`src/rtl/sfia_pkg.sv`:
```
// Package for the smallest-free-ID allocator: sizing constants, controller
// states and the command/status groups between controller and datapath.
// No dependencies.
package sfia_pkg;

    localparam int MAX_ID     = 1023;
    localparam int HEAP_DEPTH = 1024;

    // Width of an ID on the request and result ports
    localparam int IDW       = 10;
    // Fresh counter runs 1 .. MAX_ID+1
    localparam int CNT_W     = $clog2(MAX_ID + 2);
    // Heap fill count runs 0 .. HEAP_DEPTH
    localparam int HCNT_W    = $clog2(HEAP_DEPTH + 1);
    localparam int HAW       = $clog2(HEAP_DEPTH);
    // Child index arithmetic: 2*pos+2 must not wrap
    localparam int CW        = HAW + 2;
    localparam int BMP_DEPTH = MAX_ID + 1;
    localparam int BMP_AW    = $clog2(BMP_DEPTH);
    // Common width for comparing an ID against the counter or MAX_ID
    localparam int XW        = (CNT_W > IDW) ? CNT_W : IDW;

    typedef enum logic [3:0] {
        ST_CLEAR,
        ST_IDLE,
        ST_FRESH,
        ST_ROOT,
        ST_LAST,
        ST_SD_L,
        ST_SD_R,
        ST_SD_CMP,
        ST_REL_CHK,
        ST_SU,
        ST_SU_CMP,
        ST_DONE
    } t_state;

    typedef enum logic [3:0] {
        DP_NOP,
        DP_CLEAR,
        DP_ACCEPT,
        DP_FRESH,
        DP_ALLOC_ROOT,
        DP_ALLOC_LAST,
        DP_SD_LEFT,
        DP_SD_RIGHT,
        DP_SD_CMP,
        DP_REL_CHECK,
        DP_SU_STEP,
        DP_SU_CMP,
        DP_LOAD_OUT
    } t_dp_op;

    typedef struct packed {
        t_dp_op op;
    } t_dp_cmd;

    typedef struct packed {
        logic clr_done;
        logic req_release;
        logic heap_empty;
        logic root_ok;
        logic left_ok;
        logic sd_stop;
        logic rel_ok;
        logic at_top;
        logic su_stop;
        logic out_free;
    } t_dp_sts;

endpackage

```
`src/rtl/sfia_ctrl.sv`:
```
// Sequencer of the smallest-free-ID allocator: walks clear, allocate,
// sift-down, release and sift-up steps. Depends on sfia_pkg.
module sfia_ctrl import sfia_pkg::*; (
    input  logic    i_clk,
    input  logic    i_rst_n,
    input  logic    i_in_valid,
    input  t_dp_sts i_sts,
    output t_dp_cmd o_cmd,
    output logic    o_in_stall
);

    t_state r_state;
    t_state n_state;

    always_ff @(posedge i_clk) begin
        if (!i_rst_n) begin
            r_state <= ST_CLEAR;
        end else begin
            r_state <= n_state;
        end
    end

    // Next state
    always_comb begin
        n_state = r_state;
        unique case (r_state)
            ST_CLEAR: begin
                if (i_sts.clr_done) n_state = ST_IDLE;
            end
            ST_IDLE: begin
                if (i_in_valid) begin
                    priority if (i_sts.req_release) n_state = ST_REL_CHK;
                    else if (i_sts.heap_empty)      n_state = ST_FRESH;
                    else                            n_state = ST_ROOT;
                end
            end
            ST_FRESH:   n_state = ST_DONE;
            ST_ROOT:    n_state = i_sts.root_ok ? ST_LAST : ST_FRESH;
            ST_LAST:    n_state = ST_SD_L;
            ST_SD_L:    n_state = i_sts.left_ok ? ST_SD_R : ST_DONE;
            ST_SD_R:    n_state = ST_SD_CMP;
            ST_SD_CMP:  n_state = i_sts.sd_stop ? ST_DONE : ST_SD_L;
            ST_REL_CHK: n_state = i_sts.rel_ok ? ST_SU : ST_DONE;
            ST_SU:      n_state = i_sts.at_top ? ST_DONE : ST_SU_CMP;
            ST_SU_CMP:  n_state = i_sts.su_stop ? ST_DONE : ST_SU;
            ST_DONE: begin
                if (i_sts.out_free) n_state = ST_IDLE;
            end
            default:    n_state = ST_CLEAR;
        endcase
    end

    // Outputs
    always_comb begin
        o_cmd.op = DP_NOP;
        unique case (r_state)
            ST_CLEAR:   o_cmd.op = DP_CLEAR;
            ST_IDLE:    o_cmd.op = i_in_valid ? DP_ACCEPT : DP_NOP;
            ST_FRESH:   o_cmd.op = DP_FRESH;
            ST_ROOT:    o_cmd.op = DP_ALLOC_ROOT;
            ST_LAST:    o_cmd.op = DP_ALLOC_LAST;
            ST_SD_L:    o_cmd.op = DP_SD_LEFT;
            ST_SD_R:    o_cmd.op = DP_SD_RIGHT;
            ST_SD_CMP:  o_cmd.op = DP_SD_CMP;
            ST_REL_CHK: o_cmd.op = DP_REL_CHECK;
            ST_SU:      o_cmd.op = DP_SU_STEP;
            ST_SU_CMP:  o_cmd.op = DP_SU_CMP;
            ST_DONE:    o_cmd.op = DP_LOAD_OUT;
            default:    o_cmd.op = DP_NOP;
        endcase
    end

    assign o_in_stall = (r_state != ST_IDLE);

endmodule

```
`config.mk`:
```
export PLATFORM = sky130hd
export DESIGN_NAME = sfia_ctrl
export DESIGN_NICKNAME = d
export VERILOG_FILES = /design/src/rtl/sfia_pkg.sv /design/src/rtl/sfia_ctrl.sv
export SDC_FILE = /design/constraint.sdc
export NUM_CORES = 1
export LEC_CHECK = 0
export BUFFER_PORTS_ARGS = -buffer_cell sky130_fd_sc_hd__buf_2
export CAP_MARGIN = 20
export CORE_AREA = 2 2 39 41
export DETAILED_ROUTE_END_ITERATION = 12
export DIE_AREA = 0 0 41 43
export MAX_ROUTING_LAYER = met4
export PLACE_DENSITY_LB_ADDON = 0.25
export SETUP_SLACK_MARGIN = 0.1
export SLEW_MARGIN = 5
export SYNTH_ARGS = -nofsm -noshare
export SYNTH_HDL_FRONTEND = slang
export SYNTH_SLANG_ARGS = --single-unit
```
`constraint.sdc`:
```
create_clock -name i_clk -period 3.2 [get_ports i_clk]
set_input_delay 0.64 -clock i_clk [delete_from_list [all_inputs] [get_ports i_clk]]
set_output_delay 0.64 -clock i_clk [all_outputs]
set_load 0.05 [all_outputs]
```
==> flow_summary.yaml <==
outcome:
  outcome: "completed"
synthesis:
  synthCells: 63
  yosysSeqAreaShare_pct: 18.3
  synthFlopType: "dfxtp_1"
  synth_fp_nets: 76
  synth-seq-cells: 4
  avgSynthCellArea_um2: 6.93
  synth_area_leaders: "dfxtp_1 18%, nand2_1 8.6%, buf_2 5.7%"
  synth_warnings: 0
  synth_cell_type_count: 30
  synth_area_leader_cell: "dfxtp_1"
  synthesis.area_um2: 437
  ys_async_sr_fraction_pct: 0
  synth-edff-count: 0
  yosysTopAreaCellShare_pct: 18.3
timing:
  period_share_pct: 69.3
  clock.fmax_mhz: 451
  slew_headroom_pct: 60.5
  hold_viol: 0
  tns_ns: 0
  fin_crit_ns: 2.22
  setup_viol: 0
  fin_skew_ns: 0.00161
  rsz0062_at_grt: "no"
  worst_slew_pin_slew_ns: 0.592
  slew_violations: 0
finish:
  multi_input_area_um2: 324
  n_fill_cell: 164
  reg_top3: "r_state: 4 flops"
  nets: 93
  antennaDiodeCount: 0
  final_cell_mix: "17 x buf_2, 10 x nand2_1, 6 x nor2_1, 4 x dfxtp_1"
  top_register: "r_state"
  areaGrowthSynthToFinish_pct: 23.5
  regArea_um2: 80.1
  finalInstanceArea_um2: 539
  final_common_cell: "buf_2"
  drive_gt1_share_pct: 30.8
  largest_reg_flops: 4
worst_setup_path:
  cp-end-kind: "output port"
  crit_arrival_ns: 1.58
  crit_type: "flip-flop to output port"
  crit_required_ns: 2.56
  cp_max_fo: 19
  startpoint_type: "flip-flop"
power:
  pwr_density_cell_mw_per_mm2: 864
  switching_share_pct: 54.3
  power_leakage_nw: 0.234
  power_frac_clock_pct: 13.6
  power_switching_mw: 0.253
  peakVddDrop_mv: 0.319
  pwr-share-comb_pct: 60.5
  seq_power_share_pct: 25.9
  p_int_mw: 0.213
clock_network:
  htree_levels: 1
  cts_tree: "done"
  post_cts_resized: 0
  cts_setup_buffers: 0
  ctsHoldBuffers: 0
  insertion_delay_ns: 0.24
  clock_path_buffers: 2
  clkSlewWorstSetupHoldPaths_ns: 0.04
  cts-root-buf: "clkbuf_4"
  cts_made_buffers: 3
  clkSinkCount: 4
placed_design:
  gp_congestion: 0.744
  io_buffers: 17
  placed_area_um2: 517
  hpwl_um: 856
die:
  io-pin-count: 18
  start_util_pct: 31.6
  rows: 14
  dieHeight_um: 43
  core_mm2: 0.00138
  die_x_um: 41
  die_area_mm2: 0.00176
worst_hold_path:
  hp-class: "input port to flip-flop"
drt:
  vias: 508
  drtIter0Drc: 4
  post-route-drc-count: 0
  totalWireLength_mm: 1.19
  routedWlPerCell_um: 12.6
  dr.pass1.iters: 4
  vias_per_cell: 5.40
  ant_nets: 0
run:
  cap_violations: 0
global_routing:
  grt_max_degree: 20
  grt.overflow.total: 0
  grt_usage_pct: 16.0
  grt_pass1_wl_mm: 1.87
  antenna_found_initial: 0
  grt_pass1_vias: 446
[cells in the mapped netlist (all sizes together), types with 2 or more instances]
cell / number
o21ai: 5
nand3b: 2
nand2b: 3
nand3: 2
inv: 2
nor2: 6
buf: 5
a32oi: 2
o32a: 2
nand2: 10
a21oi: 4
dfxtp: 4
[per-layer routing]
layer / share of wire (%) / wire, µm / track usage, % / vias up
li1: - / - / - / 261
met1: 45 / 532 / 17.6 / 230
met2: 48 / 568 / 25.9 / 15
met3: 6.2 / 73 / 4.71 / 2
met4: 1.0 / 12 / 6.00 / 0
met5: 0 / 0 / - / -
[final timing paths]
| check | end | slack (ns) | cells after the start | startpoint |
|---|---|---|---|---|
| setup / recovery | o_cmd[1] | 0.98 | 4 | r_state[3]$_SDFFE_PN0P_ |
| hold / removal | r_state[0]$_SDFFE_PN0P_ | 0.70 | 3 | i_rst_n |
| setup reg to reg | r_state[1]$_SDFFE_PN0P_ | 1.52 | 4 | r_state[2]$_SDFFE_PN0P_ |
| hold reg to reg | r_state[2]$_SDFFE_PN0P_ | 0.80 | 1 | r_state[3]$_SDFFE_PN0P_ |
[through the flow]
stage	setup slack (ns)	total power [mW]	cells	utilization [%]	hold slack, ns
after floorplan	0.778	0.350	63	-	0.663
after global placement	1.25	0.401	91	37.3	0.768
after detailed placement	1.25	0.403	91	37.3	0.767
after CTS	0.985	0.467	94	39.0	0.697
after global routing	0.849	0.502	94	39.0	0.714
final	0.983	0.466	94	39.0	0.698
[worst max-delay path: stages, from the launching register on]
cell and delay, ns:
dfxtp_1 0.69, nor3_1 0.10, o21ai_1 0.14, o211a_1 0.15
buf_2 0.25
[power by group through the flow]
stage / combinational (mW) / sequential (mW) / clock (mW)
final: 0.282 / 0.121 / 0.0635
after global routing: 0.306 / 0.127 / 0.0694
after CTS: 0.282 / 0.121 / 0.0642
after detailed placement: 0.282 / 0.122 / 0
after global placement: 0.279 / 0.121 / 0
after floorplan: 0.275 / 0.0752 / 0
[kinds of logic (layout without fill, tap and decap cells)]
family / count (synthesis) / count (layout) / share of synthesized area (%)
compound gates: 20 / 20 / 33.5
simple gates: 30 / 30 / 35.8
flops: 4 / 4 / 18.3
mux: 2 / 2 / 4.87
buf+inv: 7 / 22 / 7.45
[layout make-up]
cell class              instances  area share, %
repair buffers                 17           15.8
inverters                       2           1.39
well taps                      16           3.71
clock buffers                   3           4.18
flip-flops and latches          4           14.8
multi-input cells              52           60.1
Power figures use the tool's default switching activity.
